## src/hdl/qmm_pkg.sv

```systemverilog
// ----------------------------------------------------------------------------
// qmm_pkg
// Shared types and constants for the quad-X motor mixer.
// ----------------------------------------------------------------------------
package qmm_pkg;

    localparam int OUTPUT_MAX_DEF     = 2000;
    localparam int MOTORS             = 4;
    localparam int CMD_W              = 12;
    localparam int THR_W              = 11;
    localparam int MIX_W              = 11;
    localparam int CMP_W              = 14;
    localparam int WIN_W              = 16;
    localparam int OFS_W              = 13;
    localparam int CFG_IDX_W          = 2;
    localparam int CFG_DATA_W         = 16;
    localparam int IN_TDATA_W         = 80;
    localparam int OUT_TDATA_W        = 104;
    localparam logic [WIN_W-1:0] CAL_WINDOW_RST = 16'd6000;
    localparam logic [OFS_W-1:0] PULSE_OFS_RST  = 13'd4000;

    typedef enum logic [CFG_IDX_W-1:0] {
        CFG_ESC_CAL      = 2'd0,
        CFG_CAL_WINDOW   = 2'd1,
        CFG_PULSE_OFFSET = 2'd2
    } t_cfg_idx;

    // declared high field first so roll_cmd lands in the low bits
    typedef struct packed {
        logic [31:0]             now_ms;
        logic                    is_armed;
        logic [THR_W-1:0]        throttle_cmd;
        logic signed [CMD_W-1:0] yaw_cmd;
        logic signed [CMD_W-1:0] pitch_cmd;
        logic signed [CMD_W-1:0] roll_cmd;
    } t_in_word;

    typedef struct packed {
        logic [1:0]       pad;
        logic             cal_just_ended;
        logic             calibrating;
        logic [CMP_W-1:0] compare_ch4;
        logic [CMP_W-1:0] compare_ch3;
        logic [CMP_W-1:0] compare_ch2;
        logic [CMP_W-1:0] compare_ch1;
        logic [MIX_W-1:0] mixed_m4;
        logic [MIX_W-1:0] mixed_m3;
        logic [MIX_W-1:0] mixed_m2;
        logic [MIX_W-1:0] mixed_m1;
    } t_out_word;

endpackage

```

## src/hdl/quad_motor_mixer_with_desaturation.sv

```systemverilog
// ----------------------------------------------------------------------------
// quad_motor_mixer_with_desaturation
// Pipeline: input word register, then output word register.
// Throughput: one word per cycle while the output is not stalled; the held drive
// values and calibration flag are updated in the single compute stage, so the next
// word sees them at once. Reset: held drive cleared, calibration idle, window
// 6000 ms, offset 4000, both pipeline registers empty.
// ----------------------------------------------------------------------------
module quad_motor_mixer_with_desaturation
    import qmm_pkg::*;
#(
    parameter int P_OUTPUT_MAX = OUTPUT_MAX_DEF
) (
    input  logic                   i_clk,
    input  logic                   i_rst_n,
    // roll_cmd, pitch_cmd, yaw_cmd, throttle_cmd, is_armed, now_ms
    input  logic [IN_TDATA_W-1:0]  s_axis_tdata,
    input  logic                   s_axis_tvalid,
    output logic                   s_axis_tready,
    // mixed_m1..m4, compare_ch1..ch4, calibrating, cal_just_ended, zero pad
    output logic [OUT_TDATA_W-1:0] m_axis_tdata,
    output logic                   m_axis_tvalid,
    input  logic                   m_axis_tready,
    input  logic                   i_cfg_wr_en,
    input  logic [CFG_IDX_W-1:0]   i_cfg_idx,
    input  logic [CFG_DATA_W-1:0]  i_cfg_data
);

    localparam int HW = $clog2(P_OUTPUT_MAX + 1);

    logic            r_in_vld;
    t_in_word        r_in;
    logic            r_out_vld;
    t_out_word       r_out;
    logic [HW-1:0]   r_held [MOTORS];
    logic            r_cal_pending;
    logic [WIN_W-1:0] r_cal_window;
    logic [OFS_W-1:0] r_pulse_ofs;

    logic            advance, out_free;
    logic [HW-1:0]   mix [MOTORS];
    logic [HW-1:0]   m_fin [MOTORS];
    logic [HW-1:0]   decayed [MOTORS];
    logic [HW-1:0]   n_held [MOTORS];
    logic [CMP_W-1:0] cmp [MOTORS];
    logic            in_window, cal_force, cal_end, load_drive;
    t_out_word       n_out;

    qmm_mix #(.P_OUTPUT_MAX(P_OUTPUT_MAX), .HW(HW)) u_mix (
        .i_roll     (r_in.roll_cmd),
        .i_pitch    (r_in.pitch_cmd),
        .i_yaw      (r_in.yaw_cmd),
        .i_throttle (r_in.throttle_cmd),
        .o_motor    (mix)
    );

    for (genvar g = 0; g < MOTORS; g++) begin : g_decay
        qmm_decay #(.HW(HW)) u_decay (
            .i_held (r_held[g]),
            .o_next (decayed[g])
        );
    end

    assign out_free      = !r_out_vld || m_axis_tready;
    assign advance       = r_in_vld && out_free;
    assign s_axis_tready = !r_in_vld || out_free;
    assign m_axis_tvalid = r_out_vld;
    assign m_axis_tdata  = r_out;

    always_comb begin
        in_window  = r_in.now_ms < 32'(r_cal_window);
        cal_force  = r_cal_pending && in_window;
        cal_end    = r_cal_pending && !in_window;
        load_drive = r_in.is_armed || cal_force;
        for (int i = 0; i < MOTORS; i++) begin
            m_fin[i]  = cal_force ? HW'(P_OUTPUT_MAX) : mix[i];
            n_held[i] = load_drive ? m_fin[i] : decayed[i];
            cmp[i]    = CMP_W'(16'(n_held[i]) + 16'(r_pulse_ofs));
        end
        n_out                = '0;
        n_out.mixed_m1       = MIX_W'(16'(m_fin[0]));
        n_out.mixed_m2       = MIX_W'(16'(m_fin[1]));
        n_out.mixed_m3       = MIX_W'(16'(m_fin[2]));
        n_out.mixed_m4       = MIX_W'(16'(m_fin[3]));
        // channel order 1,4,2,3 carries motors 1,2,3,4
        n_out.compare_ch1    = cmp[0];
        n_out.compare_ch2    = cmp[2];
        n_out.compare_ch3    = cmp[3];
        n_out.compare_ch4    = cmp[1];
        n_out.calibrating    = cal_force;
        n_out.cal_just_ended = cal_end;
    end

    always_ff @(posedge i_clk) begin
        if (!i_rst_n) begin
            r_in_vld      <= 1'b0;
            r_out_vld     <= 1'b0;
            r_cal_pending <= 1'b0;
            r_cal_window  <= CAL_WINDOW_RST;
            r_pulse_ofs   <= PULSE_OFS_RST;
            for (int i = 0; i < MOTORS; i++) begin
                r_held[i] <= '0;
            end
        end else begin
            if (s_axis_tready) begin
                r_in_vld <= s_axis_tvalid;
            end
            if (out_free) begin
                r_out_vld <= r_in_vld;
            end
            // the stored enable only ever reloads the pending flag
            if (i_cfg_wr_en && (i_cfg_idx == CFG_ESC_CAL)) begin
                r_cal_pending <= i_cfg_data[0];
            end else if (advance) begin
                r_cal_pending <= cal_force;
            end
            if (advance) begin
                for (int i = 0; i < MOTORS; i++) begin
                    r_held[i] <= n_held[i];
                end
            end
            if (i_cfg_wr_en) begin
                case (i_cfg_idx)
                    CFG_ESC_CAL:      ;
                    CFG_CAL_WINDOW:   r_cal_window  <= i_cfg_data;
                    CFG_PULSE_OFFSET: r_pulse_ofs   <= i_cfg_data[OFS_W-1:0];
                    default: ;
                endcase
            end
        end
    end

    always_ff @(posedge i_clk) begin
        if (s_axis_tready && s_axis_tvalid) begin
            r_in <= t_in_word'(s_axis_tdata);
        end
        if (advance) begin
            r_out <= n_out;
        end
    end

    a_end_excl: assert property (@(posedge i_clk) disable iff (!i_rst_n)
        r_out_vld |-> !(r_out.calibrating && r_out.cal_just_ended))
        else $error("calibrating and cal_just_ended both set");

    a_end_clears: assert property (@(posedge i_clk) disable iff (!i_rst_n)
        (advance && cal_end && !i_cfg_wr_en) |=> !r_cal_pending)
        else $error("calibration pending after it ended");

    a_cal_holds_max: assert property (@(posedge i_clk) disable iff (!i_rst_n)
        (r_out_vld && r_out.calibrating) |->
            (r_held[0] == HW'(P_OUTPUT_MAX)) && (r_held[1] == HW'(P_OUTPUT_MAX)) &&
            (r_held[2] == HW'(P_OUTPUT_MAX)) && (r_held[3] == HW'(P_OUTPUT_MAX)))
        else $error("held drive not at full scale during calibration");

endmodule

```

## src/hdl/qmm_mix.sv

```systemverilog
// ----------------------------------------------------------------------------
// qmm_mix
// Quad-X sign matrix, desaturation by the excess over the top motor, clamp.
// ----------------------------------------------------------------------------
module qmm_mix
    import qmm_pkg::*;
#(
    parameter int P_OUTPUT_MAX = OUTPUT_MAX_DEF,
    parameter int HW           = $clog2(P_OUTPUT_MAX + 1)
) (
    input  logic signed [CMD_W-1:0] i_roll,
    input  logic signed [CMD_W-1:0] i_pitch,
    input  logic signed [CMD_W-1:0] i_yaw,
    input  logic [THR_W-1:0]        i_throttle,
    output logic [HW-1:0]           o_motor [MOTORS]
);

    localparam int SW = 17;
    localparam logic signed [SW-1:0] LIM = SW'(P_OUTPUT_MAX);

    logic signed [SW-1:0] t, r, p, y;
    logic signed [SW-1:0] m [MOTORS];
    logic signed [SW-1:0] d [MOTORS];
    logic signed [SW-1:0] mx01, mx23, mx, excess;

    always_comb begin
        t = SW'(signed'({1'b0, i_throttle}));
        r = SW'(i_roll);
        p = SW'(i_pitch);
        y = SW'(i_yaw);
        m[0] = t - r + p - y;   // rear right
        m[1] = t - r - p + y;   // front right
        m[2] = t + r + p + y;   // rear left
        m[3] = t + r - p - y;   // front left
        mx01 = (m[1] > m[0]) ? m[1] : m[0];
        mx23 = (m[3] > m[2]) ? m[3] : m[2];
        mx   = (mx23 > mx01) ? mx23 : mx01;
        excess = (mx > LIM) ? (mx - LIM) : '0;
        for (int i = 0; i < MOTORS; i++) begin
            d[i] = m[i] - excess;
            if (d[i] < 0) begin
                o_motor[i] = '0;
            end else if (d[i] > LIM) begin
                o_motor[i] = HW'(P_OUTPUT_MAX);
            end else begin
                o_motor[i] = d[i][HW-1:0];
            end
        end
    end

endmodule

```

## src/hdl/qmm_decay.sv

```systemverilog
// ----------------------------------------------------------------------------
// qmm_decay
// Spin-down step for one held motor value: h - ceil(3h/1000).
// ----------------------------------------------------------------------------
module qmm_decay
    import qmm_pkg::*;
#(
    parameter int HW = $clog2(OUTPUT_MAX_DEF + 1)
) (
    input  logic [HW-1:0] i_held,
    output logic [HW-1:0] o_next
);

    // x = 3h + 999, divided by 1000 through a reciprocal of 2^20/1000 rounded up;
    // the estimate is never low and at most one high, so one correction step
    localparam int XW  = $clog2(3 * ((1 << HW) - 1) + 1000);
    localparam int SH  = 20;
    localparam int RCP = 1049;
    localparam int DIV = 1000;
    localparam int RND = 999;
    localparam int PW  = XW + 11;
    localparam int QW  = PW - SH;

    logic [XW-1:0] x;
    logic [PW-1:0] prod, back;
    logic [QW-1:0] q_est, q;

    always_comb begin
        x     = XW'(i_held) * XW'(3) + XW'(RND);
        prod  = PW'(x) * PW'(RCP);
        q_est = prod[PW-1:SH];
        back  = PW'(q_est) * PW'(DIV);
        q     = (back > PW'(x)) ? (q_est - QW'(1)) : q_est;
        o_next = HW'(XW'(i_held) - XW'(q));
    end

endmodule
```

## config.mk

```make
export PLATFORM = sky130hd
export DESIGN_NAME = quad_motor_mixer_with_desaturation
export DESIGN_NICKNAME = d
export VERILOG_FILES = /design/src/hdl/qmm_pkg.sv /design/src/hdl/quad_motor_mixer_with_desaturation.sv /design/src/hdl/qmm_mix.sv /design/src/hdl/qmm_decay.sv
export SDC_FILE = /design/constraint.sdc
export NUM_CORES = 1
export LEC_CHECK = 0
export ABC_AREA = 1
export ABC_CLOCK_PERIOD_IN_PS = 20800
export BUFFER_PORTS_ARGS = -buffer_cell sky130_fd_sc_hd__clkbuf_2
export CORE_MARGIN = 4
export CORE_UTILIZATION = 60
export DETAILED_ROUTE_END_ITERATION = 12
export GPL_ROUTABILITY_DRIVEN = 0
export GPL_TIMING_DRIVEN = 0
export PLACE_DENSITY_LB_ADDON = 0.25
export SETUP_SLACK_MARGIN = 0.3
export SLEW_MARGIN = 25
export SYNTH_ARGS = -nofsm -noshare
export SYNTH_HDL_FRONTEND = slang
export SYNTH_SLANG_ARGS = --single-unit
```

## constraint.sdc

```tcl
create_clock -name i_clk -period 20.8 [get_ports i_clk]
set_clock_uncertainty 0.15 [all_clocks]
set_input_delay 4.16 -clock i_clk [delete_from_list [all_inputs] [get_ports i_clk]]
set_output_delay 4.16 -clock i_clk [all_outputs]
set_load 0.05 [all_outputs]
```

==> results.json, run 1 <==
{
  "clk_pin_slew_ns": 0.07,
  "dieArea_um2": 63330,
  "seq_area_frac_synth": 0.2085,
  "routed_wirelength_um": 88270,
  "ys_async_sr_fraction": 0,
  "wl_per_cell_um": 16.17,
  "max_freq_mhz": 59.43,
  "rows": 89,
  "dp_hpwl_um": 74990,
  "fp.dieH_um": 251.7,
  "endpoint_kind": "register",
  "timing.hold.ws_ns": 0.3060,
  "dr.first_iter.drc_count": 1914,
  "timing.final.crit_share": 0.8090,
  "final_net_count": 5655,
  "final_hold_viol_count": 0,
  "antenna_left": 0,
  "synth-seq-cells": 258,
  "post_drt_via_cell_ratio": 5.399,
  "setup-tns-final_ns": 0,
  "synth_edf_count": 226,
  "worstMarginPinSlew_ns": 0.9782,
  "fillers": 4991,
  "relSlewSlack": 0.3409,
  "root_buffer": "clkbuf_16",
  "hp-class": "reg2reg",
  "grt_usage": 0.2709,
  "first_pass_iters": 5,
  "core-area_um2": 58910,
  "via_count": 29470,
  "fp.dieW_um": 251.7,
  "start_util": 0.6047,
  "htree_levels": 1,
  "drc_errors": 0,
  "cts.repair.resized": 0,
  "status": "finished clean",
  "syn_to_final_growth_pct": 8.507,
  "rsz0062_at_grt": "no",
  "finalSetupViolCount": 0,
  "yosys_warnings": 0,
  "clkLatencyLatePin_ns": 0.59,
  "syn_area_per_cell_um2": 8.050,
  "syn-instance-count": 4425,
  "cp_max_fo": 10,
  "cts_tree": "yes",
  "diodes": 0,
  "clock_path_buffers": 3,
  "grt_pass1_wl_um": 140600,
  "port_buffers": 206,
  "cts_buffers": 28,
  "path_class": "reg2reg",
  "synth_top_flop_cell": "edfxtp_1",
  "post_cts_buffers": 0,
  "ios": 209,
  "grt_pass1_vias": 28390,
  "cp_common_cell": "nand2_1",
  "overflow": 0,
  "critPathSlowestCell": "o21ai_0",
  "slew_viol_final": 0,
  "max_cap_violations": 0,
  "antenna_found_initial": 0,
  "clock_sinks": 258,
  "min_period_ns": 16.83,
  "drive_gt1_frac": 0.08749,
  "ctsHoldBuffers": 0,
  "yosysUniqueCellTypes": 71,
  "grt_max_degree": 71,
  "crit_arrival_ns": 16.98,
  "synth_area_um2": 35620,
  "crit_required_ns": 20.95,
  "crit_path_start_kind": "register",
  "slowest_delay_ns": 0.60
}
[cell families after synthesis]
| family | count (synthesis) | share of synthesized area |
|---|---|---|
| other cells | 1 | 0.0001053 |
| fa+ha+maj | 888 | 0.3366 |
| compound gates | 679 | 0.1100 |
| buf+inv | 1035 | 0.1111 |
| flops | 258 | 0.2085 |
| xor+xnor | 285 | 0.07029 |
| simple gates | 1279 | 0.1634 |
[synthesized netlist by cell type (all sizes together) (49+ instances only)]
cell type | instances | area (µm²)
a21oi | 360 | 1839
edfxtp | 226 | 6787
fa | 117 | 2342
ha | 771 | 9647
inv | 992 | 3724
nand2 | 733 | 2904
nand3 | 180 | 1056
nand4 | 49 | 352.8
nor2 | 217 | 897.1
o21ai | 153 | 777.0
xnor2 | 77 | 674.4
xor2 | 208 | 1829
[state kept, by name (all words and copies together) (netlist names)]
name / cells
r_cal_window: 16
r_cal_pending: 1
m_axis_tvalid: 1
r_held: 44
r_pulse_ofs: 13
r_in: 80
m_axis_tdata: 102
r_in_vld: 1
[stage by stage]
stage          setup WS, ns  instance area [µm²]  utilization  instances
6_report              3.974                38650       0.6561       5459
5_1_grt               2.557                38650       0.6561       5459
4_1_cts               4.225                38650       0.6561       5459
3_5_place_dp          4.322                37690       0.6399       5407
3_3_place_gp          4.440                37620       0.6387       5405
2_1_floorplan         7.618                35620            -       4426
[layout make-up]
class	instances	area, µm²	share of cell area
Inverter	994	3739	0.09673
Clock inverter	23	251.5	0.006507
Buffer	41	226.5	0.005859
Clock buffer	29	704.4	0.01823
Multi-Input combinational cell	3133	24250	0.6274
Tap cell	773	967.2	0.02502
Timing Repair Buffer	208	1086	0.02810
Sequential cell	258	7427	0.1922
[layout by cell type, fill, tap and decap left out, types with 19 or more instances in the layout]
master | Yosys | final
a21oi_1 | 350 | 350
nor2_1 | 201 | 200
fa_1 | 117 | 117
o21ai_0 | 130 | 130
edfxtp_1 | 226 | 226
a21o_1 | 24 | 24
nand2_1 | 698 | 697
clkbuf_1 | 21 | 22
o21ai_1 | 22 | 22
or2_2 | 19 | 19
ha_1 | 771 | 771
xnor2_1 | 77 | 77
nand4_1 | 43 | 43
nand3_1 | 152 | 152
o21bai_1 | 43 | 43
inv_1 | 980 | 978
dfxtp_1 | 32 | 32
nand3_2 | 26 | 26
xor2_1 | 207 | 207
clkbuf_2 | 0 | 206
nand2_2 | 22 | 22
o211ai_1 | 24 | 24
nor3_1 | 32 | 32
clkbuf_16 | 0 | 28
[worst max-delay path: cells and delay by family (launching register included)]
family,cells,cell delay (ns)
and+or+nand+nor,38,5.24
AOI/OAI and AO/OA,23,5.46
buffers and inverters,12,1.92
DFF,1,0.39
adders and majority gates,8,2.57
xor gates and xnor gates,4,0.74
[metal layers]
| layer | up-vias | wire (µm) | share of wire | global-route usage |
|---|---|---|---|---|
| li1 | 14940 | - | - | - |
| met1 | 13490 | 37820 | 0.43 | 0.3529 |
| met2 | 841 | 41490 | 0.47 | 0.4693 |
| met3 | 197 | 5310 | 0.060 | 0.02876 |
| met4 | 0 | 3650 | 0.041 | 0.09764 |
| met5 | - | 0 | 0 | 0 |
[final timing paths]
check	startpoint	to	slack (ns)	depth (start not counted)
max	r_in[0]	m_axis_tdata[83]	3.97	85
min	r_cal_window[0]	r_cal_window[0]	0.31	2
max reg2reg	r_in[0]	m_axis_tdata[83]	3.97	85
min reg2reg	r_cal_window[0]	r_cal_window[0]	0.31	2
Power of run 1 is left out: the tool's default activity adds up to more than one toggle a clock period on the data nets, which glitch-free logic cannot reach.
==> run 2: changes to the inputs <==
- ABC_CLOCK_PERIOD_IN_PS: 20800 -> 13640
- CORE_UTILIZATION: 60 -> 58
- clock period: 20.8 -> 13.64 ns (I/O delays scaled with it)
==> results.json, run 2 (same netlist as run 1, synthesis figures left out) <==
{
  "crit_path_start_kind": "register",
  "holdCritStartpoint": "r_cal_window[0]",
  "grt_max_degree": 70,
  "regArea_um2": 7427,
  "slowest_delay_ns": 0.46,
  "finalSetupViolCount": 17,
  "reg2reg_to": "m_axis_tdata[55]",
  "hp-class": "reg2reg",
  "grt_pass1_wl_um": 149600,
  "relSlewSlack": 0.1804,
  "timing.final.crit_share": 1.034,
  "max_freq_mhz": 70.92,
  "ios": 209,
  "antenna_found_initial": 1,
  "fillers": 4243,
  "post_drt_via_cell_ratio": 5.677,
  "wl_per_cell_um": 18.41,
  "dp_hpwl_um": 74840,
  "htree_levels": 1,
  "core-area_um2": 60580,
  "final_net_count": 5922,
  "final_hold_viol_count": 0,
  "dr.first_iter.drc_count": 2705,
  "status": "finished, violations left",
  "violations": "setup timing",
  "cts_tree": "yes",
  "via_count": 32570,
  "min_to": "r_cal_window[0]",
  "timing.hold.ws_ns": 0.3150,
  "syn_to_final_growth_pct": 23.91,
  "max_cap_violations": 0,
  "cts_buffers": 30,
  "crit_arrival_ns": 14.30,
  "drc_errors": 0,
  "routed_wirelength_um": 105600,
  "setup_slack_ns": -0.4612,
  "clk_pin_slew_ns": 0.06,
  "multi_input_comb_area_um2": 27300,
  "path_class": "reg2reg",
  "worst_r2r_path_depth": 94,
  "overflow": 0,
  "rsz0062_at_grt": "yes",
  "crit_required_ns": 13.84,
  "clock_sinks": 258,
  "dieArea_um2": 65440,
  "worstMarginPinSlew_ns": 1.228,
  "antenna_left": 0,
  "cp_common_cell": "a21oi_2",
  "critPathSlowestCell": "fa_2",
  "final_common_cell": "inv_1",
  "cp_max_fo": 8,
  "drive_gt1_frac": 0.2384,
  "root_buffer": "clkbuf_16",
  "holdPathStages": 2,
  "grt_usage": 0.2775,
  "min_period_ns": 14.10,
  "first_pass_iters": 7,
  "final_cell_mix": "inv_1 (937), ha_1 (691), nand2_1 (629), a21oi_1 (254), edfxtp_1 (226)",
  "rows": 90,
  "fp.dieH_um": 255.8,
  "reg2reg_from": "r_in[0]",
  "grt_pass1_vias": 30000,
  "clkLatencyLatePin_ns": 0.61,
  "port_buffers": 206,
  "largest_reg_flops": 102,
  "r2r_setup_slack_ns": -0.46,
  "endpoint_kind": "register",
  "diodes": 0,
  "fp.dieW_um": 255.8,
  "start_util": 0.5880,
  "slew_viol_final": 0,
  "clock_path_buffers": 3
}
## run 2: changes by cell type in the layout (fill, tap and decap cells not counted), moves of 41 or more
| cell | change |
|---|---|
| buf_6 | +46 |
| nand2_2 | +55 |
| nand2_1 | -68 |
| buf_4 | +209 |
| a21oi_1 | -96 |
| a21oi_2 | +87 |
| o21ai_0 | -60 |
| inv_1 | -41 |
| ha_4 | +65 |
| ha_1 | -80 |
## run 2: worst max-delay path by stage
stage / startpoint / to / slack [ns] / cells after the start
final: r_in[0] / m_axis_tdata[55] / -0.46 / 94
after global placement: r_in[0] / m_axis_tdata[56] / -2.85 / 91
after CTS: r_in[0] / r_held[1][0] / 0.30 / 95
after detailed placement: r_in[0] / m_axis_tdata[55] / -3.01 / 90
after floorplan: r_in[1] / m_axis_tdata[98] / 0.46 / 89
after global routing: r_in[0] / m_axis_tdata[98] / -0.93 / 88
## run 2: what timing repair did
item / in CTS / in global routing
pin swaps: 149 / 238
hold buffers: 0 / 0
buffers inserted: 143 / 117
gates cloned: 2 / 3
setup endpoints to repair: 144 / 53
resized for setup: 312 / 438
## run 2: stage by stage
step	TNS, ns	setup slack (ns)	util	std cells	cell area (µm²)
after global placement	-148.79	-2.848	0.6212	5414	37630
after CTS	0	0.2968	0.6805	5616	41230
final	-3.820	-0.4612	0.7286	5736	44140
after floorplan	0	0.4580	-	4426	35620
after global routing	-15.62	-0.9270	0.7286	5736	44140
after detailed placement	-171.93	-3.007	0.6224	5416	37710
## run 2: layout make-up
type / count / share of cell area
well taps: 782 / 0.02217
inverters: 994 / 0.08521
repair buffers: 471 / 0.07574
multi-input cells: 3134 / 0.6184
plain buffers: 41 / 0.006917
flip-flops and latches: 258 / 0.1683
repair inverters: 1 / 0.0001417
clock buffers: 41 / 0.02004
clock inverters: 14 / 0.003061
## run 2: routing by layer
| metal | vias up | global-route usage | share of wire |
|---|---|---|---|
| met5 | - | 0 | 0.00012 |
| met4 | 2 | 0.1115 | 0.072 |
| met3 | 533 | 0.02859 | 0.076 |
| met2 | 1518 | 0.4895 | 0.47 |
| met1 | 15040 | 0.3494 | 0.38 |
| li1 | 15470 | - | - |
## run 2: critical path: cells and delay by family (launching register included)
kind | cells | cell delay, ns
AO/OA/AOI/OAI | 27 | 4.03
XOR/XNOR | 5 | 0.95
adder cells (fa/ha/maj) | 8 | 2.29
buffers and inverters | 16 | 1.69
flip-flops | 1 | 0.45
AND/OR/NAND/NOR | 38 | 4.26
Power of run 2 is left out for the same reason.
